$ cat src/rtl/core/ertc_pkg.sv
// ----------------------------------------------------------------------------
// Epoch RTC converter package
// Shared types, constants and the month length table for the converter.
// ----------------------------------------------------------------------------
package ertc_pkg;

  localparam logic [33:0] SecPerDay  = 34'd86400;
  localparam logic [33:0] SecPerHour = 34'd3600;
  localparam logic [33:0] SecPerMin  = 34'd60;
  localparam logic [11:0] LastYear   = 12'd2099;
  localparam logic [11:0] BaseYear   = 12'd1900;

  // Controller states, one-hot.
  typedef enum logic [6:0] {
    S_IDLE = 7'b0000001,
    S_YEAR = 7'b0000010,
    S_MON  = 7'b0000100,
    S_DAY  = 7'b0001000,
    S_HOUR = 7'b0010000,
    S_MIN  = 7'b0100000,
    S_FIN  = 7'b1000000
  } ertc_state_e;

  // Commands from the controller to the datapath.
  typedef struct packed {
    logic load;
    logic yr_step;
    logic mon_step;
    logic day_step;
    logic hr_step;
    logic min_step;
    logic capture;
  } ertc_cmd_t;

  // Status from the datapath to the controller.
  typedef struct packed {
    logic is_cmd1;
    logic yr_cont;
    logic mon_cont;
    logic day_cont;
    logic hr_cont;
    logic min_cont;
    logic oor;
    logic century;
  } ertc_sts_t;

  // One result item.
  typedef struct packed {
    logic [31:0] out_seconds;
    logic [6:0]  out_year;
    logic [3:0]  out_month;
    logic [4:0]  out_day;
    logic [4:0]  out_hour;
    logic [5:0]  out_minute;
    logic [5:0]  out_second;
    logic        century_flag;
    logic        out_of_range;
  } ertc_res_t;

  // Seconds in a year.
  function automatic logic [33:0] year_secs(input logic leap);
    return leap ? 34'd31622400 : 34'd31536000;
  endfunction

  // Seconds in a month, zero based month index.
  function automatic logic [33:0] month_secs(input logic [3:0] m0, input logic leap);
    logic [33:0] d;
    case (m0)
      4'd1:    d = leap ? 34'd29 : 34'd28;
      4'd3:    d = 34'd30;
      4'd5:    d = 34'd30;
      4'd8:    d = 34'd30;
      4'd10:   d = 34'd30;
      default: d = 34'd31;
    endcase
    return 34'(d * SecPerDay);
  endfunction

endpackage

$ cat src/rtl/core/ertc_ctrl.sv
// ----------------------------------------------------------------------------
// Epoch RTC converter controller
// Sequences the year, month, day, hour and minute loops of the datapath.
// ----------------------------------------------------------------------------
module ertc_ctrl import ertc_pkg::*; (
  input  logic      clk_i,
  input  logic      rst_ni,
  input  logic      in_valid_i,
  input  logic      out_free_i,
  input  ertc_sts_t sts_i,
  output logic      in_ready_o,
  output ertc_cmd_t cmd_o
);

  ertc_state_e state_q, state_d;

  assign in_ready_o = (state_q == S_IDLE);

  // Next state and commands.
  always_comb begin
    state_d = state_q;
    cmd_o   = '0;
    case (state_q)
      S_IDLE: begin
        if (in_valid_i) begin
          cmd_o.load = 1'b1;
          state_d    = S_YEAR;
        end
      end
      S_YEAR: begin
        cmd_o.yr_step = sts_i.yr_cont;
        if (!sts_i.yr_cont) begin
          state_d = sts_i.oor ? S_FIN : S_MON;
        end
      end
      S_MON: begin
        cmd_o.mon_step = sts_i.mon_cont;
        if (!sts_i.mon_cont) begin
          state_d = sts_i.is_cmd1 ? S_FIN : S_DAY;
        end
      end
      S_DAY: begin
        cmd_o.day_step = sts_i.day_cont;
        if (!sts_i.day_cont) state_d = S_HOUR;
      end
      S_HOUR: begin
        cmd_o.hr_step = sts_i.hr_cont;
        if (!sts_i.hr_cont) state_d = S_MIN;
      end
      S_MIN: begin
        cmd_o.min_step = sts_i.min_cont;
        if (!sts_i.min_cont) state_d = S_FIN;
      end
      S_FIN: begin
        if (out_free_i) begin
          cmd_o.capture = 1'b1;
          state_d       = S_IDLE;
        end
      end
      default: state_d = S_IDLE;
    endcase
  end

  // State register.
  always_ff @(posedge clk_i or negedge rst_ni) begin
    if (!rst_ni) begin
      state_q <= S_IDLE;
    end else begin
      state_q <= state_d;
    end
  end

endmodule

$ cat src/rtl/core/ertc_dp.sv
// ----------------------------------------------------------------------------
// Epoch RTC converter datapath
// Accumulator, year counter with leap tracking, and unit counters.
// ----------------------------------------------------------------------------
module ertc_dp import ertc_pkg::*; #(
  parameter int EPOCH_YEAR = 1970
) (
  input  logic        clk_i,
  input  logic        rst_ni,
  input  ertc_cmd_t   cmd_i,
  input  logic        in_cmd_i,
  input  logic [31:0] in_epoch_seconds_i,
  input  logic [6:0]  in_year_i,
  input  logic [3:0]  in_month_i,
  input  logic [4:0]  in_day_i,
  input  logic [4:0]  in_hour_i,
  input  logic [5:0]  in_minute_i,
  input  logic [5:0]  in_second_i,
  output ertc_sts_t   sts_o,
  output ertc_res_t   res_o
);

  localparam logic [11:0] EpochYear = 12'(EPOCH_YEAR);
  localparam logic [1:0]  Y4Init    = 2'(EPOCH_YEAR % 4);
  localparam logic [6:0]  Y100Init  = 7'(EPOCH_YEAR % 100);
  localparam logic [8:0]  Y400Init  = 9'(EPOCH_YEAR % 400);

  logic        cmd1_q;
  logic [33:0] acc_q;
  logic [11:0] yr_q, full_q;
  logic [1:0]  y4_q;
  logic [6:0]  y100_q;
  logic [8:0]  y400_q;
  logic [3:0]  m0_q, mon_q;
  logic [4:0]  dcnt_q, hcnt_q;
  logic [5:0]  mcnt_q;
  logic        leap1_q;
  logic        century_q, century_d;

  logic        leap_cnt, leap_mon, full_big;
  logic [33:0] ysecs, msecs, time_sum;
  logic [3:0]  mon_c;
  logic [4:0]  day_c, day_out;
  logic [7:0]  yy;
  logic [5:0]  se;

  // Leap year from the running remainders, and the seconds of the current units.
  assign leap_cnt = (y4_q == 2'd0) && ((y100_q != 7'd0) || (y400_q == 9'd0));
  assign leap_mon = cmd1_q ? leap1_q : leap_cnt;
  assign ysecs    = year_secs(leap_cnt);
  assign msecs    = month_secs(m0_q, leap_mon);
  assign full_big = (full_q > LastYear);

  // Clamped input fields and the time of day sum for a date request.
  assign mon_c    = (in_month_i == 4'd0) ? 4'd1 :
                    (in_month_i > 4'd12) ? 4'd12 : in_month_i;
  assign day_c    = (in_day_i == 5'd0) ? 5'd1 : in_day_i;
  assign time_sum = 34'(in_second_i)
                  + 34'(34'(in_minute_i) * SecPerMin)
                  + 34'(34'(in_hour_i) * SecPerHour)
                  + 34'(34'(day_c - 5'd1) * SecPerDay);

  // Status for the controller.
  always_comb begin
    sts_o.is_cmd1  = cmd1_q;
    sts_o.yr_cont  = cmd1_q ? ((yr_q < full_q) && !full_big) : (acc_q >= ysecs);
    sts_o.mon_cont = cmd1_q ? ((m0_q + 4'd1) < mon_q) : ((m0_q < 4'd11) && (acc_q >= msecs));
    sts_o.day_cont = (acc_q >= SecPerDay);
    sts_o.hr_cont  = (acc_q >= SecPerHour);
    sts_o.min_cont = (acc_q >= SecPerMin);
    sts_o.oor      = cmd1_q ? full_big : (yr_q > LastYear);
    sts_o.century  = century_q;
  end

  // Result assembly.
  always_comb begin
    yy        = 8'(yr_q - BaseYear);
    century_d = century_q;
    res_o     = '0;
    day_out   = dcnt_q + 5'd1;
    se        = acc_q[5:0];
    if (yy > 8'd99) yy = yy - 8'd100;
    if ((day_out >= 5'd28) && (day_out <= 5'd30) && (hcnt_q == 5'd23) &&
        (mcnt_q == 6'd59) && (se >= 6'd58)) se = 6'd57;
    if (cmd1_q) begin
      res_o.out_of_range = full_big || (acc_q[33:32] != 2'd0);
      if (!res_o.out_of_range) res_o.out_seconds = acc_q[31:0];
    end else if (yr_q > LastYear) begin
      res_o.out_of_range = 1'b1;
    end else begin
      if (8'(yr_q - BaseYear) > 8'd99) century_d = 1'b1;
      res_o.out_year   = yy[6:0];
      res_o.out_month  = m0_q + 4'd1;
      res_o.out_day    = day_out;
      res_o.out_hour   = hcnt_q;
      res_o.out_minute = mcnt_q;
      res_o.out_second = se;
    end
    res_o.century_flag = century_d;
  end

  // Century bit, cleared only by reset.
  always_ff @(posedge clk_i or negedge rst_ni) begin
    if (!rst_ni) begin
      century_q <= 1'b0;
    end else if (cmd_i.capture) begin
      century_q <= century_d;
    end
  end

  // Working registers.
  always_ff @(posedge clk_i) begin
    if (cmd_i.load) begin
      cmd1_q  <= in_cmd_i;
      acc_q   <= in_cmd_i ? time_sum : 34'(in_epoch_seconds_i);
      yr_q    <= EpochYear;
      y4_q    <= Y4Init;
      y100_q  <= Y100Init;
      y400_q  <= Y400Init;
      full_q  <= 12'(in_year_i) + BaseYear + (century_q ? 12'd100 : 12'd0);
      leap1_q <= (in_year_i[1:0] == 2'd0) && ((in_year_i != 7'd0) || century_q);
      mon_q   <= mon_c;
      m0_q    <= 4'd0;
      dcnt_q  <= 5'd0;
      hcnt_q  <= 5'd0;
      mcnt_q  <= 6'd0;
    end
    if (cmd_i.yr_step) begin
      acc_q  <= cmd1_q ? (acc_q + ysecs) : (acc_q - ysecs);
      yr_q   <= yr_q + 12'd1;
      y4_q   <= y4_q + 2'd1;
      y100_q <= (y100_q == 7'd99) ? 7'd0 : y100_q + 7'd1;
      y400_q <= (y400_q == 9'd399) ? 9'd0 : y400_q + 9'd1;
    end
    if (cmd_i.mon_step) begin
      acc_q <= cmd1_q ? (acc_q + msecs) : (acc_q - msecs);
      m0_q  <= m0_q + 4'd1;
    end
    if (cmd_i.day_step) begin
      acc_q  <= acc_q - SecPerDay;
      dcnt_q <= dcnt_q + 5'd1;
    end
    if (cmd_i.hr_step) begin
      acc_q  <= acc_q - SecPerHour;
      hcnt_q <= hcnt_q + 5'd1;
    end
    if (cmd_i.min_step) begin
      acc_q  <= acc_q - SecPerMin;
      mcnt_q <= mcnt_q + 6'd1;
    end
  end

endmodule

$ cat src/rtl/core/epoch_rtc_date_converter_unit.sv
// ----------------------------------------------------------------------------
// Epoch RTC date converter
// Converts seconds since the epoch year to a clock date and back.
// ----------------------------------------------------------------------------
// Usage: a request arrives on the s_axis channel; tuser selects the
// direction (0 seconds to date, 1 date to seconds). Each request gives one
// result on the m_axis channel, with the century bit and an out-of-range
// flag in tuser.
// Sequencing: after the accept, the shared accumulator counts off the year
// steps, month steps, days, hours and minutes in turn, each loop ending when
// it has no more steps to take, and the final state captures the result.
// Date to seconds counts off only the years since the epoch and the months;
// in either direction an out-of-range year goes straight to the final state.
// One request is in the datapath at a time; s_axis_tready_o is high while
// the controller is idle, also while a result waits in the output register.
// Reset clears the controller, the output valid flag and the century bit.
// When the receiver stalls, the result holds in the output register and the
// next request stops in its final state until the register frees up.
// ----------------------------------------------------------------------------
module epoch_rtc_date_converter_unit import ertc_pkg::*; #(
  parameter int EPOCH_YEAR = 1970
) (
  input  logic        clk_i,
  input  logic        rst_ni,
  input  logic        s_axis_tvalid_i,
  output logic        s_axis_tready_o,
  // epoch_seconds[31:0], in_year[38:32], in_month[42:39], in_day[47:43],
  // in_hour[52:48], in_minute[58:53], in_second[64:59], zero fill
  input  logic [71:0] s_axis_tdata_i,
  // cmd[0]
  input  logic        s_axis_tuser_i,
  output logic        m_axis_tvalid_o,
  input  logic        m_axis_tready_i,
  // out_seconds[31:0], out_year[38:32], out_month[42:39], out_day[47:43],
  // out_hour[52:48], out_minute[58:53], out_second[64:59], zero fill
  output logic [71:0] m_axis_tdata_o,
  // century_flag[0], out_of_range[1]
  output logic [1:0]  m_axis_tuser_o
);

  ertc_cmd_t cmd;
  ertc_sts_t sts;
  ertc_res_t res, res_q;
  logic      out_valid_q, out_free;

  assign out_free = !out_valid_q || m_axis_tready_i;

  ertc_ctrl u_ctrl (
    .clk_i      (clk_i),
    .rst_ni     (rst_ni),
    .in_valid_i (s_axis_tvalid_i),
    .out_free_i (out_free),
    .sts_i      (sts),
    .in_ready_o (s_axis_tready_o),
    .cmd_o      (cmd)
  );

  ertc_dp #(.EPOCH_YEAR(EPOCH_YEAR)) u_dp (
    .clk_i              (clk_i),
    .rst_ni             (rst_ni),
    .cmd_i              (cmd),
    .in_cmd_i           (s_axis_tuser_i),
    .in_epoch_seconds_i (s_axis_tdata_i[31:0]),
    .in_year_i          (s_axis_tdata_i[38:32]),
    .in_month_i         (s_axis_tdata_i[42:39]),
    .in_day_i           (s_axis_tdata_i[47:43]),
    .in_hour_i          (s_axis_tdata_i[52:48]),
    .in_minute_i        (s_axis_tdata_i[58:53]),
    .in_second_i        (s_axis_tdata_i[64:59]),
    .sts_o              (sts),
    .res_o              (res)
  );

  // Output register valid flag.
  always_ff @(posedge clk_i or negedge rst_ni) begin
    if (!rst_ni) begin
      out_valid_q <= 1'b0;
    end else if (cmd.capture) begin
      out_valid_q <= 1'b1;
    end else if (m_axis_tready_i) begin
      out_valid_q <= 1'b0;
    end
  end

  // Output register payload.
  always_ff @(posedge clk_i) begin
    if (cmd.capture) res_q <= res;
  end

  assign m_axis_tvalid_o = out_valid_q;
  assign m_axis_tdata_o  = {7'd0, res_q.out_second, res_q.out_minute, res_q.out_hour,
                            res_q.out_day, res_q.out_month, res_q.out_year,
                            res_q.out_seconds};
  assign m_axis_tuser_o  = {res_q.out_of_range, res_q.century_flag};

`ifndef NO_ASSERTIONS
  // The century bit only ever sets.
  a_century_sticky: assert property (@(posedge clk_i) disable iff (!rst_ni)
    !$fell(sts.century)) else $error("century bit cleared");

  // An out-of-range result carries no seconds and no date.
  a_oor_zero: assert property (@(posedge clk_i) disable iff (!rst_ni)
    (m_axis_tvalid_o && m_axis_tuser_o[1]) |-> (m_axis_tdata_o == 72'd0))
    else $error("out-of-range result has nonzero fields");

  // A result is captured only when the output register can take it.
  a_capture_free: assert property (@(posedge clk_i) disable iff (!rst_ni)
    cmd.capture |-> out_free) else $error("result overwritten");
`endif

endmodule

$ cat config.mk
export PLATFORM = sky130hd
export DESIGN_NAME = epoch_rtc_date_converter_unit
export DESIGN_NICKNAME = d
export VERILOG_FILES = /design/src/rtl/core/ertc_pkg.sv /design/src/rtl/core/ertc_ctrl.sv /design/src/rtl/core/ertc_dp.sv /design/src/rtl/core/epoch_rtc_date_converter_unit.sv
export SDC_FILE = /design/constraint.sdc
export NUM_CORES = 1
export LEC_CHECK = 0
export BUFFER_PORTS_ARGS = -buffer_cell sky130_fd_sc_hd__buf_2
export CELL_PAD_IN_SITES_DETAIL_PLACEMENT = 2
export CELL_PAD_IN_SITES_GLOBAL_PLACEMENT = 2
export CORE_ASPECT_RATIO = 0.8
export CORE_UTILIZATION = 38
export DETAILED_ROUTE_END_ITERATION = 10
export PLACE_DENSITY_LB_ADDON = 0.05
export SLEW_MARGIN = 10
export SYNTH_ARGS = -nofsm -noshare
export SYNTH_HDL_FRONTEND = slang
export SYNTH_HIERARCHICAL = 1
export SYNTH_SLANG_ARGS = --single-unit
$ cat constraint.sdc
create_clock -name clk_i -period 7.4 [get_ports clk_i]
set_clock_uncertainty 0.2 [all_clocks]
set_input_delay 0.74 -clock clk_i [delete_from_list [all_inputs] [get_ports clk_i]]
set_output_delay 0.74 -clock clk_i [all_outputs]
set_load 0.03 [all_outputs]
==> metrics.yaml <==
outcome:
  outcome: "complete, no violations"
sta:
  timing.fmax_mhz: 151
  rsz0062_at_grt: "no"
  hold_viol_final: 0
  tns_ns: 0
  slew_viol_final: 0
  fin_crit_sh: 0.897
  finalSetupViolCount: 0
  postLayoutSetupSlackWorst_ns: 0.759
  whs_ns: 0.295
  worst_pin_slew_ns: 1.05
  max-slew-margin-rel: 0.294
  period_needed_ns: 6.64
clock_network:
  cts_setup_buffers: 0
  cts_sinks: 178
  clockBufferDepth: 2
  cts_buffers: 17
  cts.reportedPaths.clkPinSlew_ns: 0.08
  cts_root_buffer: "clkbuf_16"
  clock_latency_ns: 0.45
  cts_tree: "built"
  cts_max_level: 4
route:
  dr.pass1.iters: 5
  drt_iter0_drc: 1174
  wl_per_cell_um: 25.4
  vias_per_cell: 5.98
  ant_nets: 0
  vias: 17500
  drc: 0
  wl_um: 74600
cells_and_area:
  drive_gt1_frac: 0.128
  seqCellArea_um2: 5300
  fin_util: 0.438
  final_design_area_no_fill_um2: 20800
  area_growth_pct: 12.5
  num_antenna_cells: 0
  final_common_cell: "ha_1"
  layout_common_cells: "197 x ha_1, 185 x nor2_1, 182 x inv_1, 169 x edfxtp_1, 166 x nand2_1"
  multi_input_area_um2: 12200
  fillers: 5323
  nets: 2607
critical_path:
  cp_num_cells: 27
  cp_slowest_cell: "fa_1"
  crit_arrival_ns: 6.74
  crit_family: "adder cells"
  crit_top_cell: "ha_1"
  cpPeakStageDelay_ns: 0.51
  r2r_cells: 26
  start_kind: "input port"
  r2r_slack_ns: 0.81
  required_ns: 7.49
  path_buf_inv: 6
  crit_type: "input port to flop"
  end_kind: "flop"
  critPathMaxFanout: 6
pwr:
  power_density_nw_per_um2: 420
  leakage_uw: 0.00867
  ir_drop_mv: 0.179
global_route:
  overflow: 0
  grt_pass1_vias: 18500
  grt_max_degree: 70
  antenna_found_initial: 0
  grt_pass1_wl_um: 115000
  grt_use_total: 0.303
placed_design:
  place_ws_ns: 0.228
  post-dp-hpwl_um: 58500
  port-buffer-count: 138
  place.gp.congestion: 0.896
  place_area_um2: 20200
job:
  cap_violations: 0
worst_hold_path:
  holdPathStages: 1
  hold_class: "input port to flop"
floorplanning:
  fp.coreArea_um2: 47500
  die_h_um: 199
  row_count: 71
  die_x_um: 249
  dieArea_um2: 49600
  io_pins: 153
  initial_utilization: 0.389
synth:
  yosys_warnings: 6
  syn_area_um2: 18500
  syn_avg_cell_area_um2: 8.58
  synth_cells: 2156
## registers in the layout, indices dropped and copies added (netlist names)
signal / cells
m_axis_tuser_o: 2
u_dp/dcnt_q: 5
u_dp/mcnt_q: 6
m_axis_tdata_o: 65
u_dp/full_q: 12
u_dp/hcnt_q: 5
u_dp/y400_q: 9
u_dp/century_q: 1
u_ctrl/state_q: 7
m_axis_tvalid_o: 1
u_dp/acc_q: 34
u_dp/m0_q: 4
u_dp/mon_q: 4
u_dp/cmd1_q: 1
u_dp/y4_q: 2
u_dp/y100_q: 7
u_dp/yr_q: 12
u_dp/leap1_q: 1
## routing by layer
layer | wire (µm) | vias to the layer above | global-route usage
li1 | - | 7978 | -
met3 | 3750 | 69 | 0.0354
met1 | 34700 | 9008 | 0.417
met2 | 34800 | 488 | 0.507
met5 | 0 | - | 0
met4 | 1360 | 0 | 0.0713
## area by class of cell
type	instances	area share
multi-input combinational	1710	0.585
tap	620	0.0373
inverter	186	0.0336
clock inverter	15	0.00956
clock buffer	17	0.0204
sequential	178	0.255
timing repair buffer	208	0.0598
## stage by stage
| step | total power [µW] | std cells |
|---|---|---|
| detailed placement | 7610 | 2901 |
| global placement | 7350 | 2901 |
| finish | 8730 | 2934 |
| floorplan | 5670 | 2182 |
| global route | 9310 | 2934 |
| CTS | 8660 | 2934 |
## repair_timing
action,CTS,global route
hold endpoints to repair,8,0
gates resized for setup,0,0
setup endpoints to repair,0,0
hold buffers,1,0
## worst paths after layout
check	startpoint	endpoint
worst max-delay path	s_axis_tdata_i[44]	u_dp/acc_q[23]
worst min-delay path	s_axis_tdata_i[33]	u_dp/full_q[1]
worst max register to register	u_dp/y400_q[5]	u_dp/acc_q[3]
worst min register to register	u_dp/y4_q[0]	u_dp/y4_q[0]
max in group asynchronous	rst_ni	u_ctrl/state_q[0]
min in group asynchronous	rst_ni	u_ctrl/state_q[1]
## power breakdown
| part | internal, µW | switching [µW] | leakage, µW | total, µW |
|---|---|---|---|---|
| Clock | 544 | 458 | 0.000300 | 1000 |
| Combinational | 2130 | 3770 | 0.00673 | 5900 |
| Sequential | 1450 | 372 | 0.00164 | 1830 |
Note: power is estimated with default switching activity, not from simulation.
